==> config.mk <==
export PLATFORM = sky130hd
export DESIGN_NAME = four_input_integrating_debouncer
export DESIGN_NICKNAME = d
export VERILOG_FILES = /design/src/hw/rtl/fid_pkg.sv /design/src/hw/rtl/fid_channel.sv /design/src/hw/rtl/four_input_integrating_debouncer.sv
export SDC_FILE = /design/constraint.sdc
export NUM_CORES = 1
export LEC_CHECK = 0
export BUFFER_PORTS_ARGS = -buffer_cell sky130_fd_sc_hd__buf_2
export CAP_MARGIN = 20
export CORE_ASPECT_RATIO = 0.5
export CORE_MARGIN = 2
export CORE_UTILIZATION = 25
export DETAILED_ROUTE_END_ITERATION = 6
export RECOVER_POWER = 100
export SYNTH_ARGS = -nofsm -noshare
export SYNTH_HDL_FRONTEND = slang
export SYNTH_SLANG_ARGS = --single-unit
==> constraint.sdc <==
create_clock -name clk_i -period 4.85 [get_ports clk_i]
set_clock_uncertainty 0.1 [all_clocks]
set_input_delay 0 -clock clk_i [delete_from_list [all_inputs] [get_ports clk_i]]
set_output_delay 0 -clock clk_i [all_outputs]
set_load 0.02 [all_outputs]
==> src/hw/rtl/fid_pkg.sv <==
`timescale 1ns / 1ps
`default_nettype none
// ----------------------------------------------------------------------------
// Debouncer package
// Shared constants, register codes and channel status type for the
// four-input integrating debouncer.
// ----------------------------------------------------------------------------
package fid_pkg;

  localparam int CountMaxDefault = 255;
  localparam int ThrWidth        = 8;
  localparam int CfgIdxWidth     = 1;
  localparam int RiseThrReset    = 170;
  localparam int FallThrReset    = 85;
  localparam int ShdnCountReset  = 100;
  localparam int NumPins         = 4;
  localparam int NumFlags        = 3;

  typedef enum logic [CfgIdxWidth-1:0] {
    RegRiseThr = 1'b0,
    RegFallThr = 1'b1
  } cfg_reg_e;

  typedef enum logic {
    CmdSample = 1'b0,
    CmdRead   = 1'b1
  } cmd_e;

  typedef struct packed {
    logic level_d;
    logic rise;
    logic fall;
  } chan_st_t;

endpackage
`default_nettype wire

==> src/hw/rtl/fid_channel.sv <==
`timescale 1ns / 1ps
`default_nettype none
// ----------------------------------------------------------------------------
// Debouncer channel
// Saturating integrator with a hysteresis comparator for one active-low pin.
// ----------------------------------------------------------------------------
module fid_channel #(
  parameter int CountMax   = fid_pkg::CountMaxDefault,
  parameter int ResetCount = fid_pkg::CountMaxDefault
) (
  input  wire logic                         clk_i,
  input  wire logic                         rst_ni,
  input  wire logic                         en_i,
  input  wire logic                         pin_i,
  input  wire logic [fid_pkg::ThrWidth-1:0] rise_thr_i,
  input  wire logic [fid_pkg::ThrWidth-1:0] fall_thr_i,
  output fid_pkg::chan_st_t                 st_o
);

  localparam int CntW = $clog2(CountMax + 1);
  localparam int CmpW = (CntW > fid_pkg::ThrWidth) ? CntW : fid_pkg::ThrWidth;

  logic [CntW-1:0] count_q, count_d;
  logic            filt_q;
  logic [CmpW-1:0] count_ext;
  logic            above_rise, above_fall, level_next;

  always_comb begin
    count_d = count_q;
    if (!pin_i) begin
      if (count_q < CntW'(CountMax)) begin
        count_d = count_q + 1'b1;
      end
    end else if (count_q != '0) begin
      count_d = count_q - 1'b1;
    end
  end

  assign count_ext  = CmpW'(count_d);
  assign above_rise = count_ext > CmpW'(rise_thr_i);
  assign above_fall = count_ext > CmpW'(fall_thr_i);
  assign level_next = filt_q ? above_fall : above_rise;

  assign st_o.level_d = level_next;
  assign st_o.rise    = !filt_q && level_next;
  assign st_o.fall    = filt_q && !level_next;

  always_ff @(posedge clk_i or negedge rst_ni) begin
    if (!rst_ni) begin
      count_q <= CntW'(ResetCount);
      filt_q  <= 1'b1;
    end else if (en_i) begin
      count_q <= count_d;
      filt_q  <= level_next;
    end
  end

endmodule
`default_nettype wire

==> src/hw/rtl/four_input_integrating_debouncer.sv <==
`timescale 1ns / 1ps
`default_nettype none
// ----------------------------------------------------------------------------
// Four-input integrating debouncer
// Qualifies four active-low pins with saturating counters and hysteresis,
// keeps sticky edge flags and returns a status word for every request.
// ----------------------------------------------------------------------------
//   Channel  Signals                          Direction
//   in       in_valid_i / in_ready_o          request: command and four pins
//   out      out_valid_o / out_ready_i        status: four levels, three flags
//   cfg      cfg_we_i, cfg_idx_i, cfg_wdata_i threshold register writes
//
// Each request is taken into an input register and resolved from there into
// the result register, so one request is accepted per cycle while the result
// register does not stall. The result register stalls on out_ready_i and the
// input register fills behind it. Reset sets the counters, levels and
// thresholds to their start values and empties both registers.
// ----------------------------------------------------------------------------
module four_input_integrating_debouncer #(
  parameter int CountMax = fid_pkg::CountMaxDefault
) (
  input  wire logic                            clk_i,
  input  wire logic                            rst_ni,
  input  wire logic                            in_valid_i,
  output      logic                            in_ready_o,
  input  wire logic                            command_i,
  input  wire logic                            pin_dci_i,
  input  wire logic                            pin_rat_i,
  input  wire logic                            pin_wp_i,
  input  wire logic                            pin_shdn_i,
  output      logic                            out_valid_o,
  input  wire logic                            out_ready_i,
  output      logic                            dci_level_o,
  output      logic                            rat_level_o,
  output      logic                            wp_level_o,
  output      logic                            shdn_level_o,
  output      logic                            dci_rise_seen_o,
  output      logic                            rat_rise_seen_o,
  output      logic                            shdn_fall_seen_o,
  input  wire logic                            cfg_we_i,
  input  wire logic [fid_pkg::CfgIdxWidth-1:0] cfg_idx_i,
  input  wire logic [fid_pkg::ThrWidth-1:0]    cfg_wdata_i
);

  localparam int ShdnReset =
    (CountMax < fid_pkg::ShdnCountReset) ? CountMax : fid_pkg::ShdnCountReset;

  logic [fid_pkg::ThrWidth-1:0] rise_thr_q, fall_thr_q;

  logic                        in_vld_q;
  fid_pkg::cmd_e               cmd_q;
  logic [fid_pkg::NumPins-1:0] pins_q;

  logic                         out_vld_q;
  logic [fid_pkg::NumPins-1:0]  out_lvl_q, out_lvl_d;
  logic [fid_pkg::NumFlags-1:0] out_flg_q, out_flg_d;

  logic [fid_pkg::NumPins-1:0]  reported_q, reported_d;
  logic [fid_pkg::NumFlags-1:0] sticky_q, sticky_d;

  logic step, sample;
  fid_pkg::chan_st_t st_dci, st_rat, st_wp, st_shdn;
  logic [fid_pkg::NumPins-1:0]  lvl_new;
  logic [fid_pkg::NumFlags-1:0] flg_new;

  assign step       = in_vld_q && (!out_vld_q || out_ready_i);
  assign sample     = step && (cmd_q == fid_pkg::CmdSample);
  assign in_ready_o = !in_vld_q || step;

  always_ff @(posedge clk_i or negedge rst_ni) begin
    if (!rst_ni) begin
      rise_thr_q <= fid_pkg::ThrWidth'(fid_pkg::RiseThrReset);
      fall_thr_q <= fid_pkg::ThrWidth'(fid_pkg::FallThrReset);
    end else if (cfg_we_i) begin
      unique case (fid_pkg::cfg_reg_e'(cfg_idx_i))
        fid_pkg::RegRiseThr: rise_thr_q <= cfg_wdata_i;
        fid_pkg::RegFallThr: fall_thr_q <= cfg_wdata_i;
        default: ;
      endcase
    end
  end

  always_ff @(posedge clk_i or negedge rst_ni) begin
    if (!rst_ni) begin
      in_vld_q <= 1'b0;
    end else if (in_ready_o) begin
      in_vld_q <= in_valid_i;
    end
  end

  always_ff @(posedge clk_i) begin
    if (in_ready_o && in_valid_i) begin
      cmd_q  <= fid_pkg::cmd_e'(command_i);
      pins_q <= {pin_shdn_i, pin_wp_i, pin_rat_i, pin_dci_i};
    end
  end

  fid_channel #(.CountMax(CountMax), .ResetCount(CountMax)) u_dci (
    .clk_i, .rst_ni, .en_i(sample), .pin_i(pins_q[0]),
    .rise_thr_i(rise_thr_q), .fall_thr_i(fall_thr_q), .st_o(st_dci)
  );

  fid_channel #(.CountMax(CountMax), .ResetCount(CountMax)) u_rat (
    .clk_i, .rst_ni, .en_i(sample), .pin_i(pins_q[1]),
    .rise_thr_i(rise_thr_q), .fall_thr_i(fall_thr_q), .st_o(st_rat)
  );

  fid_channel #(.CountMax(CountMax), .ResetCount(CountMax)) u_wp (
    .clk_i, .rst_ni, .en_i(sample), .pin_i(pins_q[2]),
    .rise_thr_i(rise_thr_q), .fall_thr_i(fall_thr_q), .st_o(st_wp)
  );

  fid_channel #(.CountMax(CountMax), .ResetCount(ShdnReset)) u_shdn (
    .clk_i, .rst_ni, .en_i(sample), .pin_i(pins_q[3]),
    .rise_thr_i(rise_thr_q), .fall_thr_i(fall_thr_q), .st_o(st_shdn)
  );

  assign lvl_new = {st_shdn.level_d, st_wp.level_d, st_rat.level_d, st_dci.level_d};
  assign flg_new = sticky_q | {st_shdn.fall, st_rat.rise, st_dci.rise};

  always_comb begin
    reported_d = reported_q;
    sticky_d   = sticky_q;
    out_lvl_d  = reported_q;
    out_flg_d  = sticky_q;
    case (cmd_q)
      fid_pkg::CmdSample: begin
        reported_d = lvl_new;
        sticky_d   = flg_new;
        out_lvl_d  = lvl_new;
        out_flg_d  = flg_new;
      end
      fid_pkg::CmdRead: begin
        sticky_d = '0;
      end
      default: ;
    endcase
  end

  always_ff @(posedge clk_i or negedge rst_ni) begin
    if (!rst_ni) begin
      reported_q <= '0;
      sticky_q   <= '0;
      out_vld_q  <= 1'b0;
    end else begin
      if (step) begin
        reported_q <= reported_d;
        sticky_q   <= sticky_d;
        out_vld_q  <= 1'b1;
      end else if (out_ready_i) begin
        out_vld_q <= 1'b0;
      end
    end
  end

  always_ff @(posedge clk_i) begin
    if (step) begin
      out_lvl_q <= out_lvl_d;
      out_flg_q <= out_flg_d;
    end
  end

  assign out_valid_o      = out_vld_q;
  assign dci_level_o      = out_lvl_q[0];
  assign rat_level_o      = out_lvl_q[1];
  assign wp_level_o       = out_lvl_q[2];
  assign shdn_level_o     = out_lvl_q[3];
  assign dci_rise_seen_o  = out_flg_q[0];
  assign rat_rise_seen_o  = out_flg_q[1];
  assign shdn_fall_seen_o = out_flg_q[2];

endmodule
`default_nettype wire
# ---- Word level (Yosys, flattened, before mapping)
# Index checks and enable logic that the tools add are counted.
dict set report word_totals {
  regBits 73
  input_bits 19
  output_inout_bits 9
  elab_cells 82
}
dict set report op_classes {
  n_addsub 8
  order_cmp 12
  mux 21
  n_bitwise 3
  n_reduce_logical 20
}
# op count
set op_table {}
lappend op_table {{2-to-1 mux 8 bit} 12}
lappend op_table {{> comparator 8 bit} 8}
lappend op_table {{adder 8 x 1 -> 8 bit (second input constant)} 4}
lappend op_table {{< comparator 8 bit (second input constant)} 4}
lappend op_table {{nonzero test 8 bit} 4}
lappend op_table {{subtractor 8 x 1 -> 8 bit (second input constant)} 4}
lappend op_table {{logical AND 1 bit} 6}
lappend op_table {{2-to-1 mux 1 bit} 6}
lappend op_table {{case mux 3 bit (2 select lines)} 1}
lappend op_table {{logical NOT 1 bit} 5}
lappend op_table {{2-to-1 mux 4 bit} 1}
lappend op_table {{AND reduction 2 bit} 2}
lappend op_table {{2-to-1 mux 3 bit} 1}
lappend op_table {{bitwise OR 3 bit} 1}
lappend op_table {{logical OR 1 bit} 2}
lappend op_table {{NOT 1 bit} 2}
lappend op_table {{nonzero test 2 bit} 1}

# ---- Depth between registers and ports, before layout
# Gate-level depths: netlist of run 1.
dict set report depth {
  word_depth 9
  depth_mapped 13
  ltp_nobuf 13
}

# ---- Cells and area by module
# From an unflattened synthesis of run 1, not the netlist that was laid out.
dict set report unflattened {
  hier_cells 756
  area_unflattened_um2 6735.2
}
# module instances cells_each area_each_um2 seq_area_each_um2
set by_module_without_submodules {}
lappend by_module_without_submodules {four_input_integrating_debouncer 1 83 1433.9 996.0}
lappend by_module_without_submodules {{fid_channel (u_dci)} 1 175 1350.0 236.5}
lappend by_module_without_submodules {{fid_channel (u_wp)} 1 170 1333.8 236.5}
lappend by_module_without_submodules {{fid_channel (u_rat)} 1 164 1311.3 236.5}
lappend by_module_without_submodules {{fid_channel (u_shdn)} 1 164 1306.3 230.2}

# ---- Least setup slack after synthesis of run 1
# OpenSTA, ideal clock, no wires.
dict set report synth_timing {
  path_type {reg-to-reg}
  start {reg u_wp.count_q[0]}
  end {reg out_lvl_q[2] in the netlist's numbering (data pin)}
  setup_time_ns 0.260
  arrival_time_ns 3.022
  t_required_ns 4.490
  setup_slack_ns 1.468
  stages_incl_launch_ff 13
  n_path_buf 0
  synth_period_minus_slack_ns 3.382
  cell_sequence {dfstp_2 > inv_1 > ha_1 > or4b_1 > or2_2 > o211ai_1 > o21ai_0 > ha_1 > nor2b_1 > o211ai_1 > nor4bb_1 > o22ai_1 > mux2_2}
}
dict set report synth_between {
  elab_chain_cells 6
  elab_cells_between_ends 11
  classes_between {add/sub (2); order compare (3); mux (5); reduce/logical (1)}
}
# item line
set synth_rtl {}
lappend synth_rtl {{from (decl)} fid_channel.sv:23} ;# logic [CntW-1:0] count_q, count_d;
lappend synth_rtl {{from (signal assigned)} fid_channel.sv:50} ;# count_q <= CntW'(ResetCount);
lappend synth_rtl {{from (signal assigned)} fid_channel.sv:53} ;# count_q <= count_d;
lappend synth_rtl {{adder 8 x 1 -> 8 bit (tied with other cells)} fid_channel.sv:32} ;# count_d = count_q + 1'b1;
lappend synth_rtl {{2-to-1 mux 8 bit, on equally long branches} {fid_channel.sv:31, fid_channel.sv:34}}
lappend synth_rtl {{2-to-1 mux 8 bit *} fid_channel.sv:30} ;# if (!pin_i) begin
lappend synth_rtl {{net u_wp.count_d[1]} fid_channel.sv:23}
lappend synth_rtl {{> comparator 8 bit, on equally long branches} {fid_channel.sv:40, fid_channel.sv:41}}
lappend synth_rtl {{2-to-1 mux 1 bit *} fid_channel.sv:42} ;# assign level_next = filt_q ? above_fall : above_rise;
lappend synth_rtl {{2-to-1 mux 4 bit *} four_input_integrating_debouncer.sv:126} ;# case (cmd_q)
lappend synth_rtl {{net out_lvl_d, one bit} four_input_integrating_debouncer.sv:55} ;# logic [fid_pkg::NumPins-1:0] out_lvl_q, out_lvl_d;
lappend synth_rtl {{to (signal assigned)} four_input_integrating_debouncer.sv:158} ;# out_lvl_q <= out_lvl_d;
lappend synth_rtl {{to (decl)} four_input_integrating_debouncer.sv:55}
# Mark *: on every way through the listed nets, which the timed path passes. The rest lies on a longest branch.
# A chain may end at the register's enable or synchronous reset.

# ---- Worst setup path after layout of run 1
dict set report layout_timing {
  start {reg u_shdn.count_q[0]}
  end {reg out_lvl_q[3] in the netlist's numbering (data pin)}
}
dict set report layout_between {
  elab_chain_cells 6
  elab_cells_between_ends 11
  classes_between {add/sub (2); order compare (3); mux (5); reduce/logical (1)}
}
# item line
set layout_rtl {}
lappend layout_rtl {{from (decl)} fid_channel.sv:23}
lappend layout_rtl {{from (signal assigned)} fid_channel.sv:50}
lappend layout_rtl {{from (signal assigned)} fid_channel.sv:53}
lappend layout_rtl {{adder 8 x 1 -> 8 bit (tied with other cells)} fid_channel.sv:32}
lappend layout_rtl {{2-to-1 mux 8 bit, on equally long branches} {fid_channel.sv:31, fid_channel.sv:34}}
lappend layout_rtl {{2-to-1 mux 8 bit *} fid_channel.sv:30}
lappend layout_rtl {{net u_shdn.count_d[3]} fid_channel.sv:23}
lappend layout_rtl {{> comparator 8 bit, on equally long branches} {fid_channel.sv:40, fid_channel.sv:41}}
lappend layout_rtl {{2-to-1 mux 1 bit *} fid_channel.sv:42}
lappend layout_rtl {{2-to-1 mux 4 bit *} four_input_integrating_debouncer.sv:126}
lappend layout_rtl {{net out_lvl_d, one bit} four_input_integrating_debouncer.sv:55}
# Marks and branches as above.

==> flow_metrics.env, run 1 <==
export IMPL_fp_coreArea_mm2=0.02498
export IMPL_holdCritStartpoint="out_ready_i"
export IMPL_netlist_area_leader_share_pct=16.25
export IMPL_maxCapViolCount=2
export IMPL_critPathRequiredTime_ns=4.83
export IMPL_async_flop_share_pct=83.56
export IMPL_postCtsHoldBufs=19
export IMPL_cts_resized=0
export IMPL_grt_use_met2_pct=21.56
export IMPL_dp_cells=1052
export IMPL_ys_top_cells_by_area="dfstp_2 (16%), ha_1 (15%), dfrtp_1 (8.7%)"
export IMPL_synthCells=713
export IMPL_status="complete, but fails checks"
export IMPL_final_area_mm2=0.007202
export IMPL_vias_per_cell=5.151
export IMPL_drc=0
export IMPL_holdPathEnd="out_valid_o"
export IMPL_min_path_type="primary input to flip-flop"
export IMPL_ant_nets=0
export IMPL_synth_top_family_by_area="compound AO/OA/AOI/OAI gates"
export IMPL_synth_simple_gate_area_share_pct=17.84
export IMPL_critPathArrivalTime_ns=4.03
export IMPL_grt_start_max_net_pins=62
export IMPL_grt_first_pass_wirelength_um=27100
export IMPL_grt_ovfl_total=0
export IMPL_vdd_drop_max_uv=173.7
export IMPL_multi_input_area_mm2=0.004079
export IMPL_antenna_cells=0
export IMPL_grtUsageTotal_pct=12.84
export IMPL_rr_worst_depth=14
export IMPL_drt_wl_total_um=16720
export IMPL_grt_busiest_layer="met2"
export IMPL_num_vias=5599
export IMPL_r2r_end="out_lvl_q[3]"
export IMPL_drive_gt1_share_pct=13.06
export IMPL_synth_mux_area_share_pct=5.794
export IMPL_n_fill_cell=2635
export IMPL_cp_start_kind="flip-flop"
export IMPL_synth_area_per_cell_um2=8.844
export IMPL_areaGrowthSynthToFinish_pct=14.21
export IMPL_fmax_mhz=246.5
export IMPL_crit_path_end_kind="flip-flop"
export IMPL_dieArea_mm2=0.02659
export IMPL_worst_path_buf_inv=2
export IMPL_synth_compound_area_share_pct=23.17
export IMPL_clk_pin_slew_ns=0.06
export IMPL_placed_cell_area_mm2=0.006754
export IMPL_htreeDepth=3
export IMPL_die_h_um=116.3
export IMPL_clockBufferDepth=2
export IMPL_slew_viol_final=102
export IMPL_nNetsFinal=832
export IMPL_p_sw_share_pct=44.65
export IMPL_gp_congestion=0.9074
export IMPL_synth_seq_cells=73
export IMPL_r2r_slack_ns=0.79
export IMPL_drt_first_pass_iters=5
export IMPL_period_minus_slack_ns=4.056
export IMPL_combPwrFrac_pct=53.2
export IMPL_power_density_mw_per_mm2=564.6
export IMPL_violations="capacitance limit, slew limit"
export IMPL_cp_max_fo=15
export IMPL_hpwl_um=11840
export IMPL_slowest_delay_ns=0.52
export IMPL_p_int_uw=2250
export IMPL_rsz0062_at_grt="false"
export IMPL_synth_cell_types=73
export IMPL_path_cells="inv_1 -> ha_1 -> or3b_2 -> o21ai_0 -> clkbuf_1 -> nor2_1 -> a21oi_1 -> mux2i_1 -> ha_1 -> nand4_1 -> o21ai_0 -> a21o_1 -> a2bb2oi_1 -> mux2i_1"
export IMPL_io_buffers=27
export IMPL_io_pins=28
export IMPL_yosysWarnings=0
export IMPL_synth_largest_area_cell="dfstp_2"
export IMPL_register_area_mm2=0.001936
export IMPL_drt_iter0_drc=386
export IMPL_start_util_pct=25.24
export IMPL_tritoncts="yes"
export IMPL_grt_pass1_vias=5349
export IMPL_synth_xor_area_share_pct=2.917
export IMPL_syn_area_mm2=0.006306
export IMPL_setup_viol=0
export IMPL_antenna_found_initial=0
export IMPL_power_frac_seq_pct=30.6
export IMPL_synth_edff_count=12
export IMPL_synthFlopType="dfstp_2"
export IMPL_cts_root_buffer="clkbuf_16"
export IMPL_fin_setup_tns_ns=0
export IMPL_p_sw_uw=1816
export IMPL_use_met1_pct=15.71
export IMPL_cts_buffers=9
export IMPL_holdWs_ns=0.02312
export IMPL_fin_cells=1087
export IMPL_synthAdderAreaFrac_pct=14.88
export IMPL_wire_per_inst_um=15.39
export IMPL_synth_net_count=807
export IMPL_finalHoldViolations=0
export IMPL_power_frac_clock_pct=16.2
export IMPL_die_width_um=228.6
export IMPL_critical_path_class="flip-flop to flip-flop"
export IMPL_worst_pin_slew_ns=3.514
export IMPL_leakage_uw=0.002860
export IMPL_clkSinkCount=73
export IMPL_slew_headroom_pct=-134.3
export IMPL_post_cts_setup_buffer_count=0
export IMPL_fp_row_count=41
export IMPL_reg2reg_from="u_shdn.count_q[0]"
export IMPL_cp_slowest_cell="clkbuf_1"
export IMPL_finalCritPeriodShare_pct=83.64
export IMPL_ys_seq_area_share_pct=30.69
export IMPL_grtUsageMet3_pct=3.174
export IMPL_whs_path_depth=3
export IMPL_clk_latency_ns=0.35
export IMPL_cpLargestDelayFamily="compound AO/OA/AOI/OAI gates"
## power groups by stage
stage / Combinational (µW) / Sequential [µW] / Clock, µW
after CTS: 2160 / 1240 / 685
after global routing: 2450 / 1290 / 703
after floorplan: 1800 / 1070 / 0
after detailed placement: 2130 / 1250 / 0
final: 2160 / 1250 / 658
after global placement: 2040 / 1250 / 0
## worst reg2reg max path, cell delays in order, from the launching register on
cell	delay [ns]
dfrtp_1	0.45
inv_1	0.19
ha_1	0.21
or3b_2	0.48
o21ai_0	0.16
clkbuf_1	0.52
nor2_1	0.13
a21oi_1	0.23
mux2i_1	0.18
ha_1	0.37
nand4_1	0.10
o21ai_0	0.16
a21o_1	0.13
a2bb2oi_1	0.28
mux2i_1	0.11
## kinds of logic after synthesis
kind of cell | Yosys count
compound gates | 225
xor+xnor | 21
fa+ha+maj | 75
buf+inv | 74
flops | 73
mux | 34
simple gates | 211
## layout by cell type, fill, tap and decap left out, types with 8 or more instances in the layout
cell type,count
a211oi_1,8
a21oi_1,61
a31oi_1,14
and3_1,8
and4_1,9
buf_2,16
clkbuf_1,16
clkbuf_16,10
dfrtp_1,22
dfstp_2,34
dlygate4sd3_1,19
edfxtp_1,12
ha_1,75
inv_1,38
mux2_2,20
mux2i_1,14
nand2_1,42
nand3_1,12
nand4_1,15
nor2_1,54
nor2b_1,11
nor3_1,18
o211ai_1,14
o21ai_0,54
xnor2_1,18
## metal layers
metal	up-vias	part of all wire, %
met3	36	5.2
li1	2733	-
met5	-	0
met1	2693	46
met2	137	46
met4	0	3.3
## registers in the layout, indices dropped and copies added (netlist names), 3 cells and up
name,flops
fall_thr_q,8
rise_thr_q,8
u_dci.count_q,8
u_rat.count_q,8
u_shdn.count_q,8
u_wp.count_q,8
out_lvl_q,4
pins_q,4
reported_q,4
out_flg_q,3
sticky_q,3
## synthesized netlist by cell type, types with 3 or more instances
master     number
and4_1          9
xnor2_1        18
ha_1           75
nand2b_1        7
mux2i_1        14
a211oi_1        8
a21oi_1        61
a21o_1          6
a211o_1         6
dfrtp_1        22
o21ai_1         3
inv_1          38
and3_1          8
nand3_1        12
a31oi_1        14
dfstp_2        39
nor3_1         19
o22ai_1         5
o211ai_1       14
or3_1           6
o21bai_1        5
o2bb2ai_1       3
o21ai_0        53
xor2_1          3
mux2_2         20
o31ai_1         5
buf_2           3
nor2b_1        11
edfxtp_1       12
nor2_1         54
o32ai_1         3
nand2_1        42
o21a_1          6
nand4_1        15
nand3b_1        6
clkbuf_1       29
a22oi_1         6
## per-stage QoR
| stage | power [µW] | worst slack (ns) | util, % |
|---|---|---|---|
| final | 4066 | 0.7936 | 28.83 |
| after global routing | 4444 | 0.5167 | 28.83 |
| after CTS | 4086 | 1.029 | 28.93 |
| after detailed placement | 3385 | 1.062 | 27.03 |
| after global placement | 3290 | 1.174 | 27.03 |
| after floorplan | 2865 | 1.468 | - |
## cell type report
cell class	instances	share of cell area, %
clock inverters	4	0.3648
clock buffers	12	3.579
well taps	344	5.976
repair buffers	50	4.587
flip-flops and latches	73	26.88
inverters	38	1.981
multi-input cells	566	56.64
## worst max-delay path by stage
stage	endpoint	startpoint	slack, ns	cells after the start
floorplan	out_lvl_q[2]	u_wp.count_q[0]	1.47	12
CTS	out_lvl_q[1]	u_rat.count_q[1]	1.03	11
finish	out_lvl_q[3]	u_shdn.count_q[0]	0.79	14
global route	u_shdn.count_q[3]	rst_ni	0.52	3
global placement	out_lvl_q[1]	u_rat.count_q[1]	1.17	11
detailed placement	out_lvl_q[1]	u_rat.count_q[1]	1.06	11
(Power assumes the default switching activity.)
==> run 2: changes to the inputs <==
--- a/config.mk
+++ b/config.mk
@@ -5,6 +5,7 @@
 export SDC_FILE = /design/constraint.sdc
 export NUM_CORES = 1
 export LEC_CHECK = 0
+export ABC_AREA = 1
 export BUFFER_PORTS_ARGS = -buffer_cell sky130_fd_sc_hd__buf_2
 export CAP_MARGIN = 20
 export CORE_ASPECT_RATIO = 0.5
==> constraint.sdc (replaced) <==
create_clock -name clk_i -period 3.7 [get_ports clk_i]
set_clock_uncertainty 0.1 [all_clocks]
set_input_delay 0 -clock clk_i [delete_from_list [all_inputs] [get_ports clk_i]]
set_output_delay 0 -clock clk_i [all_outputs]
set_load 0.02 [all_outputs]
==> flow_metrics.env, run 2 <==
export IMPL_clk_latency_ns=0.35
export IMPL_finalHoldViolations=0
export IMPL_p_sw_share_pct=48.21
export IMPL_power_density_mw_per_mm2=785.6
export IMPL_die_width_um=230.8
export IMPL_min_path_type="primary input to flip-flop"
export IMPL_p_sw_uw=2780
export IMPL_layout_commonest_cell="nand2_1"
export IMPL_synth_cell_types=41
export IMPL_syn_area_mm2=0.006431
export IMPL_yosysWarnings=0
export IMPL_synthFlopType="dfstp_2"
export IMPL_power_frac_clock_pct=14.9
export IMPL_die_h_um=117.4
export IMPL_leakage_uw=0.003646
export IMPL_register_area_mm2=0.001936
export IMPL_synthCells=892
export IMPL_critical_path_class="flip-flop to flip-flop"
export IMPL_vdd_drop_max_uv=281.1
export IMPL_hpwl_um=12410
export IMPL_drc=0
export IMPL_n_fill_cell=2746
export IMPL_fmax_mhz=325.4
export IMPL_r2r_end="out_lvl_q[2]"
export IMPL_layout_common_cells="nand2_1 (287), inv_1 (106), nand3_1 (91)"
export IMPL_critPathArrivalTime_ns=3.08
export IMPL_tritoncts="yes"
export IMPL_synth_most_common_cell="nand2_1"
export IMPL_worst_path_buf_inv=2
export IMPL_grt_start_max_net_pins=49
export IMPL_drt_iter0_drc=355
export IMPL_start_util_pct=25.48
export IMPL_multi_input_area_mm2=0.003931
export IMPL_cp_slowest_cell="dfstp_1"
export IMPL_violations="capacitance limit, slew limit"
export IMPL_grt_ovfl_total=0
export IMPL_holdPathEnd="rise_thr_q[1]"
export IMPL_holdWs_ns=0.1111
export IMPL_whs_path_depth=4
export IMPL_combPwrFrac_pct=57.1
export IMPL_slew_viol_final=37
export IMPL_clockBufferDepth=2
export IMPL_critPathRequiredTime_ns=3.70
export IMPL_p_int_uw=2987
export IMPL_synth_largest_area_cell="nand2_1"
export IMPL_ant_nets=0
export IMPL_synth_commonest_cells="nand2_1 (286), inv_1 (106), nand3_1 (90)"
export IMPL_async_flop_share_pct=83.56
export IMPL_grtUsageTotal_pct=12.59
export IMPL_setup_viol=0
export IMPL_synth_net_count=986
export IMPL_fin_setup_tns_ns=0
export IMPL_htreeDepth=3
export IMPL_period_minus_slack_ns=3.073
export IMPL_synth_edff_count=12
export IMPL_cp_common_cell="nand2_1"
export IMPL_rr_worst_depth=17
export IMPL_areaGrowthSynthToFinish_pct=14.16
export IMPL_finalCritPeriodShare_pct=83.05
export IMPL_fp_coreArea_mm2=0.02524
export IMPL_num_vias=5797
export IMPL_ys_top_cells_by_area="nand2_1 (17%), dfstp_2 (16%), ha_1 (15%)"
export IMPL_nNetsFinal=1029
export IMPL_antenna_cells=0
export IMPL_reg2reg_from="u_wp.count_q[0]"
export IMPL_path_cells="ha_1 -> nand2_1 -> nor3_1 -> xor2_1 -> nand2_1 -> nand2_1 -> inv_1 -> ha_1 -> nand2_1 -> nor2_1 -> nand4_1 -> nand2_1 -> inv_1 -> nand2_1 -> nand2_1 -> nand2_1 -> nand2_1"
export IMPL_netlist_area_leader_share_pct=16.69
export IMPL_io_pins=28
export IMPL_clkSinkCount=73
export IMPL_grt_pass1_vias=5547
export IMPL_fp_row_count=41
export IMPL_crit_path_end_kind="flip-flop"
export IMPL_synth_seq_cells=73
export IMPL_synth_area_per_cell_um2=7.210
export IMPL_clk_pin_slew_ns=0.06
export IMPL_drt_first_pass_iters=5
export IMPL_wire_per_inst_um=12.92
export IMPL_worst_pin_slew_ns=2.164
export IMPL_status="complete, but fails checks"
export IMPL_vias_per_cell=4.515
export IMPL_slew_headroom_pct=-44.24
export IMPL_dieArea_mm2=0.02710
export IMPL_cp_depth=17
export IMPL_maxCapViolCount=1
export IMPL_cts_buffers=9
export IMPL_gp_congestion=0.8651
export IMPL_grt_first_pass_wirelength_um=27500
export IMPL_antenna_found_initial=0
export IMPL_cts_root_buffer="clkbuf_16"
export IMPL_holdCritStartpoint="cfg_we_i"
export IMPL_r2r_slack_ns=0.63
export IMPL_rsz0062_at_grt="false"
export IMPL_drt_wl_total_um=16580
export IMPL_drive_gt1_share_pct=12.55
export IMPL_io_buffers=27
export IMPL_ys_seq_area_share_pct=30.10
export IMPL_slowest_delay_ns=0.73
export IMPL_cp_start_kind="flip-flop"
export IMPL_cpLargestDelayFamily="simple AND/OR/NAND/NOR gates"
export IMPL_cp_max_fo=7
export IMPL_power_frac_seq_pct=28.0
==> run 2: layout make-up <==
cell class / count / area share [%]
Clock inverter: 6 / 0.5283
Clock buffer: 10 / 3.408
Sequential cell: 73 / 26.36
Multi-Input combinational cell: 686 / 53.54
Timing Repair Buffer: 48 / 4.312
Inverter: 117 / 5.982
Tap cell: 344 / 5.862
==> run 2: logic make-up (layout without fill, tap and decap cells) <==
kind of cell    after synthesis  after routing  share of synthesized area, %
buf+inv                     133            181                         8.405
compound gates              107            107                         9.591
xor+xnor                     24             24                         3.385
flops                        73             73                         30.10
simple gates                480            480                         33.93
fa+ha+maj                    75             75                         14.59
==> run 2: how the worst max path moves through the flow <==
stage                     startpoint           end  slack, ns
finish               u_wp.count_q[0]  out_lvl_q[2]       0.63
global route         u_wp.count_q[0]  out_lvl_q[2]       0.39
CTS                 u_rat.count_q[0]  out_lvl_q[1]       0.84
detailed placement  u_rat.count_q[0]  out_lvl_q[1]       0.86
global placement    u_rat.count_q[0]  out_lvl_q[1]       0.89
floorplan            u_wp.count_q[0]  out_lvl_q[2]       1.17
==> run 2: per-layer routing <==
layer / wire, µm / GRT usage, % / up-vias
met5: 0 / 0 / -
met4: 387 / 4.718 / 0
met1: 7907 / 16.66 / 2667
li1: - / - / 2971
met3: 603 / 1.800 / 26
met2: 7685 / 20.78 / 133
==> run 2: worst register-to-register path, delay by kind of cell, from the launching register on <==
kind                     cells  cell delay (ns)
AND/OR/NAND/NOR             12             1.23
flip-flops                   1             0.73
XOR/XNOR                     1             0.18
buffers and inverters        2             0.08
adder cells (fa/ha/maj)      2             0.51
==> run 2: power by group through the flow <==
stage	registers [µW]	clock network (µW)	logic, µW
after floorplan	1520	0	2620
after global placement	1620	0	3170
after detailed placement	1630	0	3290
after CTS	1620	886	3330
after global routing	1660	925	3830
final	1610	862	3290
==> run 2: metrics by stage <==
stage	std cells	setup WS (ns)	power [µW]	instance area [µm²]	util, %
after floorplan	892	1.174	4143	6431	-
after global placement	1249	0.8905	4793	6915	27.40
after detailed placement	1250	0.8600	4918	6930	27.46
after CTS	1284	0.8401	5832	7400	29.32
after global routing	1284	0.3906	6412	7342	29.09
final	1284	0.6273	5768	7342	29.09
==> run 2: repair_timing <==
| item | CTS | global route |
|---|---|---|
| endpoints found under the hold margin | 32 | 0 |
| resized for setup | 0 | 0 |
| buffers inserted | 0 | 0 |
| hold buffers | 18 | 0 |
==> run 3: changes to the inputs <==
==> constraint.sdc (replaced) <==
create_clock -name clk_i -period 3 [get_ports clk_i]
set_clock_uncertainty 0.1 [all_clocks]
set_input_delay 0 -clock clk_i [delete_from_list [all_inputs] [get_ports clk_i]]
set_output_delay 0 -clock clk_i [all_outputs]
set_load 0.02 [all_outputs]
==> flow_metrics.env, run 3 (synthesis gave the netlist of run 2 again) <==
export IMPL_slew_headroom_pct=14.34
export IMPL_period_minus_slack_ns=2.774
export IMPL_layout_commonest_cell="nand2_1"
export IMPL_die_h_um=117.4
export IMPL_antenna_found_initial=0
export IMPL_gp_congestion=0.9119
export IMPL_num_vias=5823
export IMPL_grtUsageTotal_pct=12.52
export IMPL_layout_common_cells="nand2_1 (286), inv_1 (106), nand3_1 (90)"
export IMPL_status="finished clean"
export IMPL_worst_path_buf_inv=1
export IMPL_vdd_drop_max_uv=380.8
export IMPL_holdCritStartpoint="cfg_we_i"
export IMPL_cpLargestDelayFamily="simple AND/OR/NAND/NOR gates"
export IMPL_die_width_um=230.8
export IMPL_fmax_mhz=360.4
export IMPL_reg2reg_from="u_dci.count_q[1]"
export IMPL_p_sw_share_pct=47.78
export IMPL_hpwl_um=12500
export IMPL_drt_iter0_drc=335
export IMPL_n_fill_cell=2712
export IMPL_grt_start_max_net_pins=49
export IMPL_maxCapViolCount=0
export IMPL_slew_viol_final=0
export IMPL_critPathRequiredTime_ns=3.01
export IMPL_start_util_pct=25.48
export IMPL_worst_pin_slew_ns=1.285
export IMPL_p_int_uw=3754
export IMPL_drc=0
export IMPL_cts_buffers=9
export IMPL_clk_latency_ns=0.35
export IMPL_nNetsFinal=1033
export IMPL_dp_cells=1252
export IMPL_areaGrowthSynthToFinish_pct=15.10
export IMPL_tritoncts="yes"
export IMPL_grt_ovfl_total=0
export IMPL_r2r_slack_ns=0.23
export IMPL_antenna_cells=0
export IMPL_r2r_end="out_lvl_q[0]"
export IMPL_fin_setup_tns_ns=0
export IMPL_cp_max_fo=6
export IMPL_fp_coreArea_mm2=0.02524
export IMPL_dieArea_mm2=0.02710
export IMPL_ant_nets=0
export IMPL_io_pins=28
export IMPL_rr_worst_depth=16
export IMPL_pre_cts_slack_ns=0.1574
export IMPL_critPathArrivalTime_ns=2.79
export IMPL_clk_pin_slew_ns=0.06
export IMPL_cp_start_kind="flip-flop"
export IMPL_setup_viol=0
export IMPL_grt_first_pass_wirelength_um=27190
export IMPL_path_cells="ha_1 -> nand3_2 -> nor2_4 -> nand3_2 -> nand2_2 -> inv_1 -> nand2_1 -> and2_1 -> ha_1 -> a21oi_1 -> o21a_1 -> nand2_1 -> nand2_1 -> nand2_1 -> nand2_1 -> nand2_1"
export IMPL_power_frac_clock_pct=15.2
export IMPL_htreeDepth=3
export IMPL_drive_gt1_share_pct=13.67
export IMPL_grt_pass1_vias=5430
export IMPL_crit_path_end_kind="flip-flop"
export IMPL_fp_row_count=41
export IMPL_cts_root_buffer="clkbuf_16"
export IMPL_cp_slowest_cell="dfstp_2"
export IMPL_slowest_delay_ns=0.58
export IMPL_fin_cells=1288
export IMPL_power_density_mw_per_mm2=971.2
export IMPL_clockBufferDepth=2
export IMPL_power_frac_seq_pct=27.4
export IMPL_whs_path_depth=4
export IMPL_finalCritPeriodShare_pct=92.48
export IMPL_wire_per_inst_um=12.74
export IMPL_leakage_uw=0.003677
export IMPL_fin_ws_ns=0.2256
export IMPL_vias_per_cell=4.521
export IMPL_clkSinkCount=73
export IMPL_cp_common_cell="nand2_1"
export IMPL_critical_path_class="flip-flop to flip-flop"
export IMPL_rsz0062_at_grt="false"
export IMPL_io_buffers=27
export IMPL_combPwrFrac_pct=57.4
export IMPL_min_path_type="primary input to flip-flop"
export IMPL_holdPathEnd="fall_thr_q[4]"
export IMPL_drt_wl_total_um=16410
export IMPL_p_sw_uw=3435
export IMPL_drt_first_pass_iters=5
export IMPL_finalHoldViolations=0
## run 3: cell types whose count changed in the layout (fill, tap and decap cells not counted), moves of 2 or more
cell	delta
and2_4	+2
inv_4	-2
o21ai_1	+2
and2_0	-2
dfstp_1	-3
o21ai_0	-2
clkbuf_1	+3
nor2_2	+2
buf_4	+4
dfstp_2	+3
nor3_1	-2
## run 3: how the worst max path moves through the flow
stage / startpoint / endpoint / cells past startpoint
after CTS: u_wp.count_q[0] / out_lvl_q[2] / 17
after global routing: u_rat.count_q[1] / out_lvl_q[1] / 18
after detailed placement: u_wp.count_q[0] / out_lvl_q[2] / 17
after floorplan: u_wp.count_q[0] / out_lvl_q[2] / 17
final: u_dci.count_q[1] / out_lvl_q[0] / 16
after global placement: u_wp.count_q[0] / out_lvl_q[2] / 17
## run 3: per-layer routing
layer  track usage (%)  share of wire, %
met5                 0                 0
met3             1.751               3.1
met2             21.08                47
met1             16.42                48
met4             4.315               2.3
## run 3: power by group through the flow
stage	sequential [µW]	clock [µW]	combinational (µW)
2_1_floorplan	1870	0	3240
3_3_place_gp	1990	0	3930
3_5_place_dp	2000	0	4060
4_1_cts	1990	1120	4100
5_1_grt	2040	1150	4780
6_report	1970	1090	4130
## run 3: worst min-delay path, cell delays in order
cell	delay [ns]
buf_2	0.08
nand2_1	0.26
nand2_1	0.13
o21ai_0	0.07
## run 3: cell type report
class	count	area [µm²]	area share [%]
clock buffer	10	229.0	3.093
clock inverter	6	58.81	0.7945
inverter	117	439.2	5.933
multi-input combinational	686	3965	53.57
sequential	73	1936	26.15
tap	344	430.4	5.815
timing repair buffer	52	344.1	4.648
## run 3: stage by stage
stage               hold WS (ns)  util (%)  area, µm²  power [µW]
floorplan                -0.3956         -       6431        5110
CTS                      0.06432     29.34       7406        7213
detailed placement      -0.08219     27.49       6938        6059
global placement        -0.09330     27.49       6938        5926
finish                    0.1056     29.33       7402        7189
global route              0.1802     29.33       7402        7977
## run 3: what timing repair did
action,CTS,global route
endpoints found under the setup margin,0,4
hold endpoints to repair,42,0
resized for setup,0,5
hold buffers,18,0
buffers inserted,0,2
